## src/sv/srm_pkg.sv

```systemverilog
// ----------------------------------------------------------------------------
// srm_pkg: shared types and constants for the section region map
// Holds field widths, opcode and status codes, and the stored region entry.
// ----------------------------------------------------------------------------
package srm_pkg;

    localparam int ADDR_W          = 32;
    localparam int ATTR_W          = 20;
    localparam int SECT_SHIFT      = 20;
    localparam int OP_W            = 2;
    localparam int STATUS_W        = 3;
    localparam int IDX_W           = 5;
    localparam int HELD_W          = 6;
    localparam int MAX_REGIONS_DEF = 32;

    typedef enum logic [OP_W-1:0] {
        OP_CLEAR  = 2'd0,
        OP_APPEND = 2'd1,
        OP_LOOKUP = 2'd2
    } t_op;

    typedef enum logic [STATUS_W-1:0] {
        ST_OK            = 3'd0,
        ST_EMPTY_OR_FULL = 3'd1,
        ST_MISALIGNED    = 3'd2,
        ST_OUT_OF_RANGE  = 3'd3,
        ST_UNSORTED      = 3'd4,
        ST_OVERLAP       = 3'd5
    } t_status;

    typedef struct packed {
        logic [ADDR_W-1:0] base;
        logic [ADDR_W-1:0] size;
        logic [ATTR_W-1:0] attr;
    } t_region;

endpackage

```

## src/sv/srm_if.sv

```systemverilog
// ----------------------------------------------------------------------------
// srm_if: request and response channels of the section region map
// Valid/ready channels; a transaction moves when both are high at a clock edge.
// ----------------------------------------------------------------------------
interface srm_in_if;
    logic                          valid;
    logic                          ready;
    logic [srm_pkg::OP_W-1:0]      op;
    logic [srm_pkg::ADDR_W-1:0]    region_base;
    logic [srm_pkg::ADDR_W-1:0]    region_size;
    logic [srm_pkg::ATTR_W-1:0]    region_attr;
    logic [srm_pkg::ADDR_W-1:0]    address;

    modport source (output valid, op, region_base, region_size, region_attr, address,
                    input ready);
    modport sink   (input valid, op, region_base, region_size, region_attr, address,
                    output ready);
endinterface

interface srm_out_if;
    logic                          valid;
    logic                          ready;
    logic [srm_pkg::STATUS_W-1:0]  status;
    logic                          hit;
    logic [srm_pkg::IDX_W-1:0]     region_index;
    logic [srm_pkg::ADDR_W-1:0]    descriptor;
    logic [srm_pkg::HELD_W-1:0]    regions_held;

    modport source (output valid, status, hit, region_index, descriptor, regions_held,
                    input ready);
    modport sink   (input valid, status, hit, region_index, descriptor, regions_held,
                    output ready);
endinterface

```

## src/sv/srm_region_ram.sv

```systemverilog
// ----------------------------------------------------------------------------
// srm_region_ram: region entry memory
// One write port and one read port; read data is registered.
// ----------------------------------------------------------------------------
module srm_region_ram #(
    parameter int DEPTH = srm_pkg::MAX_REGIONS_DEF,
    parameter int AW    = 5
) (
    input  logic             i_clk,
    input  logic             i_wr_en,
    input  logic [AW-1:0]    i_wr_addr,
    input  srm_pkg::t_region i_wr_data,
    input  logic [AW-1:0]    i_rd_addr,
    output srm_pkg::t_region o_rd_data
);
    import srm_pkg::*;

    t_region r_mem [DEPTH];
    t_region r_rd_data;

    always_ff @(posedge i_clk) begin
        if (i_wr_en) begin
            r_mem[i_wr_addr] <= i_wr_data;
        end
    end

    always_ff @(posedge i_clk) begin
        r_rd_data <= r_mem[i_rd_addr];
    end

    assign o_rd_data = r_rd_data;

endmodule

```

## src/sv/section_region_map.sv

```systemverilog
// ----------------------------------------------------------------------------
// section_region_map: table of identity-mapped 1 MB section regions
//
// i_req carries one command per transaction: clear, append a region, or look
// up an address. o_rsp returns exactly one transaction per command with the
// table status, the lookup hit, the first matching region index, the L1
// section descriptor (0 on a miss) and the number of stored regions.
// For clear, append and the unused opcode the response is registered at the
// accepting edge. A lookup walks the stored regions in order, one memory
// read per cycle, and stops at the first hit. The walk is bound by the
// single read port of the region memory.
// One command is in flight at a time; a new command is taken as soon as the
// previous response is taken or leaves the output register in that cycle.
// When o_rsp stalls, the response holds and i_req waits.
// Reset empties the table and clears all status; no memory sweep is needed.
// ----------------------------------------------------------------------------
module section_region_map #(
    parameter int MAX_REGIONS = srm_pkg::MAX_REGIONS_DEF
) (
    input  logic      i_clk,
    input  logic      i_rst_n,
    srm_in_if.sink    i_req,
    srm_out_if.source o_rsp
);
    import srm_pkg::*;

    localparam int IW = (MAX_REGIONS > 1) ? $clog2(MAX_REGIONS) : 1;
    localparam int HW = $clog2(MAX_REGIONS + 1);

    typedef enum logic [2:0] {
        S_IDLE = 3'b001,
        S_LOOK = 3'b010,
        S_DONE = 3'b100
    } t_state;

    t_state              r_state, n_state;
    logic [HW-1:0]       r_held, n_held;
    logic                r_ovf, n_ovf;
    t_status             r_err, n_err;
    logic [ADDR_W-1:0]   r_last_base, n_last_base;
    logic [ADDR_W:0]     r_last_end, n_last_end;
    logic [ADDR_W-1:0]   r_addr, n_addr;
    logic [HW-1:0]       r_ptr, n_ptr;
    logic                r_rd_vld, n_rd_vld;
    logic [IW-1:0]       r_rd_idx, n_rd_idx;
    logic                r_hit, n_hit;
    logic [IW-1:0]       r_idx, n_idx;
    logic [ADDR_W-1:0]   r_desc, n_desc;

    logic                r_o_valid;
    t_status             r_o_status;
    logic                r_o_hit;
    logic [IDX_W-1:0]    r_o_idx;
    logic [ADDR_W-1:0]   r_o_desc;
    logic [HELD_W-1:0]   r_o_held;

    logic                out_free;
    logic                accept;
    logic                load_out;
    logic                res_hit;
    logic [IW-1:0]       res_idx;
    logic [ADDR_W-1:0]   res_desc;
    t_status             status_next;
    logic                issue;
    logic                match;
    logic                wr_en;
    logic [ADDR_W:0]     app_end;
    logic [ADDR_W:0]     rd_end;
    t_status             app_err;
    t_region             wr_entry;
    t_region             rd_entry;

    srm_region_ram #(
        .DEPTH (MAX_REGIONS),
        .AW    (IW)
    ) u_ram (
        .i_clk     (i_clk),
        .i_wr_en   (wr_en),
        .i_wr_addr (r_held[IW-1:0]),
        .i_wr_data (wr_entry),
        .i_rd_addr (r_ptr[IW-1:0]),
        .o_rd_data (rd_entry)
    );

    assign out_free    = !r_o_valid || o_rsp.ready;
    assign i_req.ready = (r_state == S_IDLE) && out_free;
    assign accept      = i_req.valid && i_req.ready;

    assign wr_entry.base = i_req.region_base;
    assign wr_entry.size = i_req.region_size;
    assign wr_entry.attr = i_req.region_attr;
    assign wr_en = accept && (i_req.op == OP_APPEND) && (r_held < HW'(MAX_REGIONS));

    assign app_end = {1'b0, i_req.region_base} + {1'b0, i_req.region_size};

    always_comb begin
        app_err = ST_OK;
        if ((i_req.region_size == '0) || (i_req.region_base[SECT_SHIFT-1:0] != '0)
            || (i_req.region_size[SECT_SHIFT-1:0] != '0)) begin
            app_err = ST_MISALIGNED;
        end else if (app_end[ADDR_W] && (app_end[ADDR_W-1:0] != '0)) begin
            app_err = ST_OUT_OF_RANGE;
        end else if ((r_held != '0) && (i_req.region_base < r_last_base)) begin
            app_err = ST_UNSORTED;
        end else if ((r_held != '0) && ({1'b0, i_req.region_base} < r_last_end)) begin
            app_err = ST_OVERLAP;
        end
    end

    assign issue  = r_ptr < r_held;
    assign rd_end = {1'b0, rd_entry.base} + {1'b0, rd_entry.size};
    assign match  = (r_addr >= rd_entry.base) && ({1'b0, r_addr} < rd_end);

    always_comb begin
        n_state     = r_state;
        n_held      = r_held;
        n_ovf       = r_ovf;
        n_err       = r_err;
        n_last_base = r_last_base;
        n_last_end  = r_last_end;
        n_addr      = r_addr;
        n_ptr       = r_ptr;
        n_rd_vld    = r_rd_vld;
        n_rd_idx    = r_rd_idx;
        n_hit       = r_hit;
        n_idx       = r_idx;
        n_desc      = r_desc;
        load_out    = 1'b0;
        res_hit     = 1'b0;
        res_idx     = '0;
        res_desc    = '0;

        case (r_state)
            S_IDLE: begin
                if (accept) begin
                    load_out = (i_req.op != OP_LOOKUP);
                    case (i_req.op)
                        OP_CLEAR: begin
                            n_held      = '0;
                            n_ovf       = 1'b0;
                            n_err       = ST_OK;
                            n_last_base = '0;
                            n_last_end  = '0;
                        end
                        OP_APPEND: begin
                            if (r_held >= HW'(MAX_REGIONS)) begin
                                n_ovf = 1'b1;
                            end else begin
                                if (r_err == ST_OK) begin
                                    n_err = app_err;
                                end
                                n_held      = r_held + 1'b1;
                                n_last_base = i_req.region_base;
                                n_last_end  = app_end;
                            end
                        end
                        OP_LOOKUP: begin
                            n_addr   = i_req.address;
                            n_ptr    = '0;
                            n_rd_vld = 1'b0;
                            n_state  = S_LOOK;
                        end
                        default: begin
                        end
                    endcase
                end
            end
            S_LOOK: begin
                n_ptr    = issue ? r_ptr + 1'b1 : r_ptr;
                n_rd_vld = issue;
                n_rd_idx = r_ptr[IW-1:0];
                if (r_rd_vld && match) begin
                    n_hit   = 1'b1;
                    n_idx   = r_rd_idx;
                    n_desc  = {r_addr[ADDR_W-1:SECT_SHIFT], rd_entry.attr};
                    n_state = S_DONE;
                end else if (!issue) begin
                    n_hit   = 1'b0;
                    n_idx   = '0;
                    n_desc  = '0;
                    n_state = S_DONE;
                end
            end
            S_DONE: begin
                if (out_free) begin
                    load_out = 1'b1;
                    res_hit  = r_hit;
                    res_idx  = r_idx;
                    res_desc = r_desc;
                    n_state  = S_IDLE;
                end
            end
            default: begin
                n_state = S_IDLE;
            end
        endcase
    end

    assign status_next = ((n_held == '0) || n_ovf) ? ST_EMPTY_OR_FULL : n_err;

    always_ff @(posedge i_clk) begin
        if (!i_rst_n) begin
            r_state     <= S_IDLE;
            r_held      <= '0;
            r_ovf       <= 1'b0;
            r_err       <= ST_OK;
            r_last_base <= '0;
            r_last_end  <= '0;
            r_rd_vld    <= 1'b0;
            r_o_valid   <= 1'b0;
        end else begin
            r_state     <= n_state;
            r_held      <= n_held;
            r_ovf       <= n_ovf;
            r_err       <= n_err;
            r_last_base <= n_last_base;
            r_last_end  <= n_last_end;
            r_rd_vld    <= n_rd_vld;
            if (load_out) begin
                r_o_valid <= 1'b1;
            end else if (o_rsp.ready) begin
                r_o_valid <= 1'b0;
            end
        end
    end

    always_ff @(posedge i_clk) begin
        r_addr   <= n_addr;
        r_ptr    <= n_ptr;
        r_rd_idx <= n_rd_idx;
        r_hit    <= n_hit;
        r_idx    <= n_idx;
        r_desc   <= n_desc;
        if (load_out) begin
            r_o_status <= status_next;
            r_o_hit    <= res_hit;
            r_o_idx    <= IDX_W'(res_idx);
            r_o_desc   <= res_desc;
            r_o_held   <= HELD_W'(n_held);
        end
    end

    assign o_rsp.valid        = r_o_valid;
    assign o_rsp.status       = r_o_status;
    assign o_rsp.hit          = r_o_hit;
    assign o_rsp.region_index = r_o_idx;
    assign o_rsp.descriptor   = r_o_desc;
    assign o_rsp.regions_held = r_o_held;

endmodule

```

## src/flat_wrapper.sv

```systemverilog
// flat-port wrapper written by rule: the top's interface ports become plain ports
module section_region_map_flat import srm_pkg::*;
#(
    parameter int MAX_REGIONS = srm_pkg::MAX_REGIONS_DEF
)
  (i_clk, i_rst_n, i_req_valid, i_req_op, i_req_region_base, i_req_region_size, i_req_region_attr, i_req_address, i_req_ready, o_rsp_valid, o_rsp_status, o_rsp_hit, o_rsp_region_index, o_rsp_descriptor, o_rsp_regions_held, o_rsp_ready);
  srm_in_if i_req_i ();
  srm_out_if o_rsp_i ();
  input  logic i_clk;
  input  logic i_rst_n;
  input wire logic [$bits(i_req_i.valid)-1:0] i_req_valid;
  input wire logic [$bits(i_req_i.op)-1:0] i_req_op;
  input wire logic [$bits(i_req_i.region_base)-1:0] i_req_region_base;
  input wire logic [$bits(i_req_i.region_size)-1:0] i_req_region_size;
  input wire logic [$bits(i_req_i.region_attr)-1:0] i_req_region_attr;
  input wire logic [$bits(i_req_i.address)-1:0] i_req_address;
  output wire logic [$bits(i_req_i.ready)-1:0] i_req_ready;
  output wire logic [$bits(o_rsp_i.valid)-1:0] o_rsp_valid;
  output wire logic [$bits(o_rsp_i.status)-1:0] o_rsp_status;
  output wire logic [$bits(o_rsp_i.hit)-1:0] o_rsp_hit;
  output wire logic [$bits(o_rsp_i.region_index)-1:0] o_rsp_region_index;
  output wire logic [$bits(o_rsp_i.descriptor)-1:0] o_rsp_descriptor;
  output wire logic [$bits(o_rsp_i.regions_held)-1:0] o_rsp_regions_held;
  input wire logic [$bits(o_rsp_i.ready)-1:0] o_rsp_ready;
  assign i_req_i.valid = i_req_valid;
  assign i_req_i.op = i_req_op;
  assign i_req_i.region_base = i_req_region_base;
  assign i_req_i.region_size = i_req_region_size;
  assign i_req_i.region_attr = i_req_region_attr;
  assign i_req_i.address = i_req_address;
  assign i_req_ready = i_req_i.ready;
  assign o_rsp_valid = o_rsp_i.valid;
  assign o_rsp_status = o_rsp_i.status;
  assign o_rsp_hit = o_rsp_i.hit;
  assign o_rsp_region_index = o_rsp_i.region_index;
  assign o_rsp_descriptor = o_rsp_i.descriptor;
  assign o_rsp_regions_held = o_rsp_i.regions_held;
  assign o_rsp_i.ready = o_rsp_ready;
  section_region_map #(.MAX_REGIONS(MAX_REGIONS)) u_core (.i_clk(i_clk), .i_rst_n(i_rst_n), .i_req(i_req_i), .o_rsp(o_rsp_i));
endmodule
```

## config.mk

```make
export PLATFORM = sky130hd
export DESIGN_NAME = section_region_map_flat
export DESIGN_NICKNAME = d
export VERILOG_FILES = /design/src/sv/srm_pkg.sv /design/src/sv/srm_if.sv /design/src/sv/srm_region_ram.sv /design/src/sv/section_region_map.sv /design/src/flat_wrapper.sv
export SDC_FILE = /design/constraint.sdc
export NUM_CORES = 2
export LEC_CHECK = 0
export BUFFER_PORTS_ARGS = -buffer_cell sky130_fd_sc_hd__buf_2
export CAP_MARGIN = 20
export CELL_PAD_IN_SITES_DETAIL_PLACEMENT = 2
export CELL_PAD_IN_SITES_GLOBAL_PLACEMENT = 2
export CORE_MARGIN = 1.5
export CORE_UTILIZATION = 30
export CTS_BUF_LIST = sky130_fd_sc_hd__clkbuf_4 sky130_fd_sc_hd__clkbuf_8
export DETAILED_ROUTE_END_ITERATION = 10
export PLACE_DENSITY = 0.52
export SETUP_SLACK_MARGIN = 0.02
export SYNTH_ARGS = -nofsm -noshare
export SYNTH_HDL_FRONTEND = slang
export SYNTH_HIERARCHICAL = 1
export SYNTH_SLANG_ARGS = --single-unit
```

## constraint.sdc

```tcl
create_clock -name i_clk -period 13 [get_ports i_clk]
set_clock_uncertainty 0.15 [all_clocks]
set_input_delay 2.6 -clock i_clk [delete_from_list [all_inputs] [get_ports i_clk]]
set_output_delay 2.6 -clock i_clk [all_outputs]
set_load 0.01 [all_outputs]
```

Yosys cells after proc, flatten, opt, wreduce, memory -nomap -nowiden

Memory sizes are Yosys's and may differ from the RTL's. A register that Yosys moved wholly into a read port is not among the register bits.
Index checks and enable logic that the tools add are counted.

Eq/ne operators: 13
Multiply operators: 0
$lt $le $gt $ge: 7
Bitwise logic cells: 0
Reductions and logical operators: 32
Div/mod/pow operators: 0
Mux-type cells: 46
$add $sub $neg: 4
Shift-type cells: 0

Operator list:

| kind                                                           | number |
|---|---|
| 32-bit 2-to-1 mux                                              | 3 |
| 32-bit by 32-bit adder with 33-bit output                      | 2 |
| 32-bit by 33-bit < comparator with 1-bit output                | 2 |
| 33-bit one-hot mux with 2 select lines                         | 1 |
| 32-bit one-hot mux with 2 select lines                         | 1 |
| 20-bit nonzero test                                            | 2 |
| 3-bit 2-to-1 mux                                               | 13 |
| 6-bit 2-to-1 mux                                               | 6 |
| 33-bit 2-to-1 mux                                              | 1 |
| 32-bit greater-or-equal comparator                             | 1 |
| 32-bit logical NOT                                             | 1 |
| 32-bit < comparator                                            | 1 |
| 32-bit nonzero test                                            | 1 |
| 6-bit one-hot mux with 2 select lines                          | 2 |
| 6-bit by 1-bit adder with 6-bit output (second input constant) | 2 |
| 1-bit 2-to-1 mux                                               | 12 |
| 4-bit AND reduction                                            | 3 |
| 5-bit 2-to-1 mux                                               | 2 |
| 1-bit logical AND                                              | 9 |
| 3-bit one-hot mux with 3 select lines                          | 1 |
| 2-bit != test (second input constant)                          | 4 |
| 6-bit greater-or-equal comparator (second input constant)      | 1 |
| 6-bit logical NOT                                              | 1 |
| 6-bit < comparator                                             | 1 |
| other kinds (18)                                               | 29 |

Register bits: 208
Bits in read-only memories: 0
Bits in writable memories: 2688
Logic and storage cells: 122
Memories kept: 1
Bits of input ports: 122
Latch bits: 0

Memories:

| memory             | words | bits a word | read ports | clocked after Yosys merged registers in | wr ports | line                 | RTL |
|---|---|---|---|---|---|---|---|
| u_core.u_ram.r_mem | 32    | 84          | 1          | 1                                       | 1        | srm_region_ram.sv:18 | `t_region r_mem [DEPTH];` |

Longest topological paths before layout

Depth in word-level cells: 11
Mapped depth: 22
Depth with buffers taken out: 21

By module

The synthesis kept the hierarchy.

By module, submodules not included:

| module             | seq. area each (um^2) | cells an instance | area an instance (um^2) | times used |
|---|---|---|---|---|
| srm_region_ram     | 82399.0               | 4914              | 103790.8                | 1 |
| section_region_map | 5445.2                | 1570              | 14508.9                 | 1 |

Worst setup path before layout

Ideal clock, no wire load.

Path type: input to register
Start: input port o_rsp_ready
End: memory u_core/u_ram/r_mem[12][0] (netlist bit) (enable)
Path buffers: 4
Stages on the path: 9
Setup time: 527 ps
Slack: 3933 ps
Data required time: 12323 ps
Arrival time: 8390 ps
Cells stage by stage: nor2b_1 or4b_1 buf_2 buf_2 nor3_2 clkbuf_1 or3b_2 clkbuf_1 nor2_1

Cells in the longest elaborated chain, start to end: 7

RTL lines:

| what                                   | line                     | RTL |
|---|---|---|
| start, declared                        | flat_wrapper.sv:24       | `input wire logic [$bits(o_rsp_i.ready)-1:0] o_rsp_ready;` |
| 1-bit logical OR                       | section_region_map.sv:85 | `assign out_free = !r_o_valid \|\| o_rsp.ready;` |
| 1-bit logical AND                      | section_region_map.sv:86 | `assign i_req.ready = (r_state == S_IDLE) && out_free;` |
| 1-bit logical AND                      | section_region_map.sv:87 | `assign accept = i_req.valid && i_req.ready;` |
| 1-bit logical AND (2 in series)        | section_region_map.sv:92 | `assign wr_en = accept && (i_req.op == OP_APPEND) && (r_held < HW'(MAX_REGIONS));` |
| net u_core.wr_en                       | section_region_map.sv:66 | `logic wr_en;` |
| 1-bit 2-to-1 mux                       | srm_region_ram.sv:22     | `if (i_wr_en) begin` |
| 1-bit 2-to-1 mux (not written as such) | srm_region_ram.sv:23     | `r_mem[i_wr_addr] <= i_wr_data;` |
| end, declared                          | srm_region_ram.sv:18     |  |

The timed path passes the listed nets, and every way through them passes these cells.

Final worst setup path

Start: register u_core/u_ram/o_rd_data[52] (netlist name)
End: register u_core.r_desc[1] (enable)

Cells in the longest elaborated chain, start to end: 6
Elaborated cells on any way between the ends: 7
Those cells by class: add/sub (1); order compare (2); eq/ne (1); reduce/logical (3)

RTL lines:

| what                                            | line                      | RTL |
|---|---|---|
| 32-bit by 32-bit adder with 33-bit output       | section_region_map.sv:111 | `assign rd_end = {1'b0, rd_entry.base} + {1'b0, rd_entry.size};` |
| 32-bit by 33-bit < comparator with 1-bit output | section_region_map.sv:112 | `assign match = (r_addr >= rd_entry.base) && ({1'b0, r_addr} < rd_end);` |
| 1-bit logical AND (*)                           | section_region_map.sv:112 |  |
| 1-bit logical AND (*)                           | section_region_map.sv:172 | `if (r_rd_vld && match) begin` |
| 2-bit != test (no line) (*)                     | -                         |  |
| 2-bit AND reduction (no line) (*)               | -                         |  |
| end signal, assigned                            | section_region_map.sv:233 | `r_desc <= n_desc;` |
| end, declared                                   | section_region_map.sv:48  | `logic [ADDR_W-1:0] r_desc, n_desc;` |

Mark *: on every way between the ends. The rest lies on a longest branch, timed or not.
A chain may end at the register's enable or synchronous reset.

==> summary.txt <==
Yosys
  – Cell count after synthesis: 6484
  – Synth area leader: edfxtp_1
  – Cell with the most instances after synthesis: edfxtp_1
  – Syn_nets: 6805
  – Mux cell area share after synthesis: 12.2%
  – Most frequently used flop master after synthesis: edfxtp_1
  – Dominant cells by area after synthesis: edfxtp_1 71%, mux4_2 6.4%, mux2i_1 5.8%
  – Top cells by count, synth: 2816 x edfxtp_1, 681 x mux2i_1, 467 x a22oi_1
  – Adder-cell share of the synthesized area: 2.12%
  – Largest family of logic cells by synthesized area: multiplexers
  – Sequential area share after synthesis: 74.3%
  – Yosys top cell area share: 71.5%
  – Synth Area in XOR/XNOR: 0.436%
  – Synth warn: 6
  – Post-Syn Area: 118000 um2
  – Yosys cell types: 83
  – Compound-gate portion of the synthesized area: 5.73%
  – #FFs+latches synth: 2980
  – Synth Area in Simple Gates: 3.54%
  – Number of synthesized flops with an enable pin: 2816
  – Mapped Avg Cell Area: 18.2 um2
  – Async S/R FF share, synth: 0%

STA
  – Max-slew violations: 0
  – Period utilization: 54.4%
  – Final Hold Fails: 0
  – Final worst setup slack: 5930 ps
  – Final setup violation count: 0
  – Setup TNS after final layout: 0 ps
  – Worst Tran Pin Value: 1190 ps
  – Final min period: 7070 ps
  – F_max: 141 MHz
  – Worst slew margin: 20.6%
  – Unrepaired setup endpoints after global routing: false

Worst hold path
  – Launch point of the worst hold path: u_core/r_last_base[0]
  – Hold depth: 2
  – Hold endpoint: u_core/r_last_base[0]
  – Min-delay worst type: reg -> reg

Finish
  – Share of layout cells above drive strength 1: 22.5%
  – Multi-input gate area: 28800 um2
  – Final cell count without fillers: 12700
  – Filler cells: 38800
  – Synth-to-Final Area Change: 15.7%
  – NumNets Final: 7415
  – FF+latch area: 87800 um2

Die
  – Die Ht: 631 um
  – Core footprint: 393000 um2
  – Row Count: 230
  – IO Pins: 171
  – Full die area: 398000 um2
  – Die X: 631 um
  – Initial Util: 30.1%

Setup path
  – Worst Setup End Kind: flop
  – Arr. time, crit path: 7680 ps
  – Cell count of the worst reg-to-reg path: 19
  – Reg2reg start: u_core/u_ram/o_rd_data[52]
  – CP startpoint kind: flop
  – Flop-to-flop setup slack: 5930 ps
  – CP Max Fanout: 41
  – Worst r2r dst: u_core/r_desc[1]
  – Worst EP required: 13610 ps
  – Crit Path Category: reg -> reg

Detailed routing
  – Avg Vias per Cell: 5.20
  – Routed Antenna Nets: 0
  – Drt initial violations: 5405
  – Via Count: 66100
  – DRC: 0
  – Avg WL per Cell: 34.0 um
  – DRT Pass-1 Iters: 5
  – WL final: 432000 um

Place
  – Routability Congestion: 0.800
  – Cell count after placement: 11800
  – PortBufs: 170
  – Dpl ws: 4820 ps
  – Post-DP HPWL: 266000 um

GRT
  – Initial antenna violation count: 56
  – Vias in the first global route: 71900
  – Grt ovf: 0
  – Gr usage total: 21.4%
  – First-pass GRT wire length: 594000 um
  – Pin count of the biggest net entering global routing: 125

Clock network
  – Cts bufs inserted: 548
  – Post-CTS Setup Bufs: 0
  – CTS resizes: 0
  – Hold_buf cts: 0
  – CTS H-tree depth: 6
  – Clock buffer depth: 4
  – CTS Sinks: 2980
  – Worst skew pair latency: 1200 ps
  – CTS tree: built
  – Clock transition at the registers of the reported paths: 60 ps
  – Root buf cell: clkbuf_8

Pwr
  – Power Density: 149 nW/um2
  – Total power: 20.4 mW
  – Peak supply drop: 0.0000935 V
  – Leak pwr: 45.6 nW

Flow run
  – Maxcap violations: 0

Status
  – Status: complete, no violations
==> cell type report <==
cell class,count,share of cell area [%]
antenna,13,0.0238
clock buffer,789,6.96
clock inverter,159,0.758
inverter,123,0.337
multi-input combinational,3048,21.0
sequential,2980,64.2
tap,5220,4.77
timing repair buffer,393,1.96
==> worst max-delay path, cell delays in order (launching register included) <==
cell and delay [ps]:
dfxtp_1 320, ha_1 210, fa_1 430, a211oi_1 340
o211a_1 260, o211ai_2 150, a221oi_1 550, o2111ai_1 210
o211a_2 210, a31o_2 280, mux2i_1 130, a2111oi_0 450
ha_1 340, a2111o_1 400, nor3b_1 290, a31oi_1 190
a211oi_4 230, buf_4 580, o21a_2 240, buf_4 550
==> worst max-delay path by stage <==
stage | startpoint | endpoint | slack, ps | cells past startpoint
6_report | u_core/u_ram/o_rd_data[52] | u_core/r_desc[1] | 5930 | 19
5_1_grt | u_core/u_ram/o_rd_data[52] | u_core/r_desc[12] | 5460 | 21
4_1_cts | u_core/u_ram/o_rd_data[20] | u_core/r_desc[19] | 5870 | 19
3_5_place_dp | o_rsp_ready | u_core/u_ram/r_mem[14][61] | 4820 | 9
3_3_place_gp | o_rsp_ready | u_core/u_ram/r_mem[26][69] | 4930 | 9
2_1_floorplan | o_rsp_ready | u_core/u_ram/r_mem[12][0] | 3930 | 9
==> per-layer routing <==
layer	vias up	part of all wire (%)	global-route usage (%)
met4	6	3.3	6.82
met5	-	0.0092	0
met2	1663	50	37.2
met3	581	3.9	2.51
met1	36200	43	27.8
li1	27700	-	-
==> state kept, by name, indices dropped and copies added, names as in the netlist <==
| register | flops |
|---|---|
| u_core/r_hit | 1 |
| u_core/r_ptr | 6 |
| u_core/r_desc | 32 |
| u_core/r_rd_idx | 5 |
| u_core/r_ovf | 1 |
| u_core/r_addr | 32 |
| u_core/u_ram/r_mem | 2688 |
| u_core/o_rsp.hit | 1 |
| u_core/r_last_base | 32 |
| u_core/u_ram/o_rd_data | 84 |
| u_core/o_rsp.region_index | 5 |
| u_core/r_last_end | 33 |
| u_core/o_rsp.valid | 1 |
| u_core/r_state | 3 |
| u_core/r_rd_vld | 1 |
| u_core/o_rsp.status | 3 |
| u_core/o_rsp.regions_held | 6 |
| u_core/r_idx | 5 |
| u_core/r_err | 3 |
| u_core/r_held | 6 |
| u_core/o_rsp.descriptor | 32 |
==> power breakdown <==
part           internal [mW]  total (mW)  switching [mW]
clock                   4.75        8.84            4.09
combinational          0.289        1.01           0.718
sequential              10.5        10.6          0.0315
total                   15.6        20.4            4.83
==> cells by family (layout without fill, tap and decap cells) <==
group / count (synthesis) / in the layout
XOR/XNOR: 58 / 58
adder cells (fa/ha/maj): 199 / 199
AO/OA/AOI/OAI: 962 / 962
multiplexers: 1017 / 1017
flip-flops: 2980 / 2980
AND/OR/NAND/NOR: 812 / 812
other: 0 / 13
buffers and inverters: 456 / 1464
==> cell usage in the layout (no fill, tap or decap), drive strengths merged, types with 8 or more instances in the layout <==
cell,count
a211oi,15
a21o,55
a21oi,144
a22o,54
a22oi,467
a31oi,66
and2,93
and3,9
buf,393
clkbuf,789
clkinv,119
clkinvlp,14
dfxtp,164
diode,13
edfxtp,2816
ha,197
inv,148
mux2i,681
mux4,336
nand2,114
nand2b,15
nand3,233
nand3b,8
nand4,69
nor2,151
nor2b,29
nor3,31
nor4,24
o211ai,11
o21a,12
o21ai,67
o31ai,11
or3,9
xnor2,35
xor2,23
==> per-stage QoR <==
step | utilization (%) | hold slack, ps | area [um2]
after global routing | 34.9 | 333 | 137000
after floorplan | - | 277 | 118000
after global placement | 32.2 | 286 | 126000
final | 34.9 | 301 | 137000
after CTS | 34.9 | 307 | 137000
after detailed placement | 32.2 | 298 | 126000
Power figures use the tool's default switching activity.
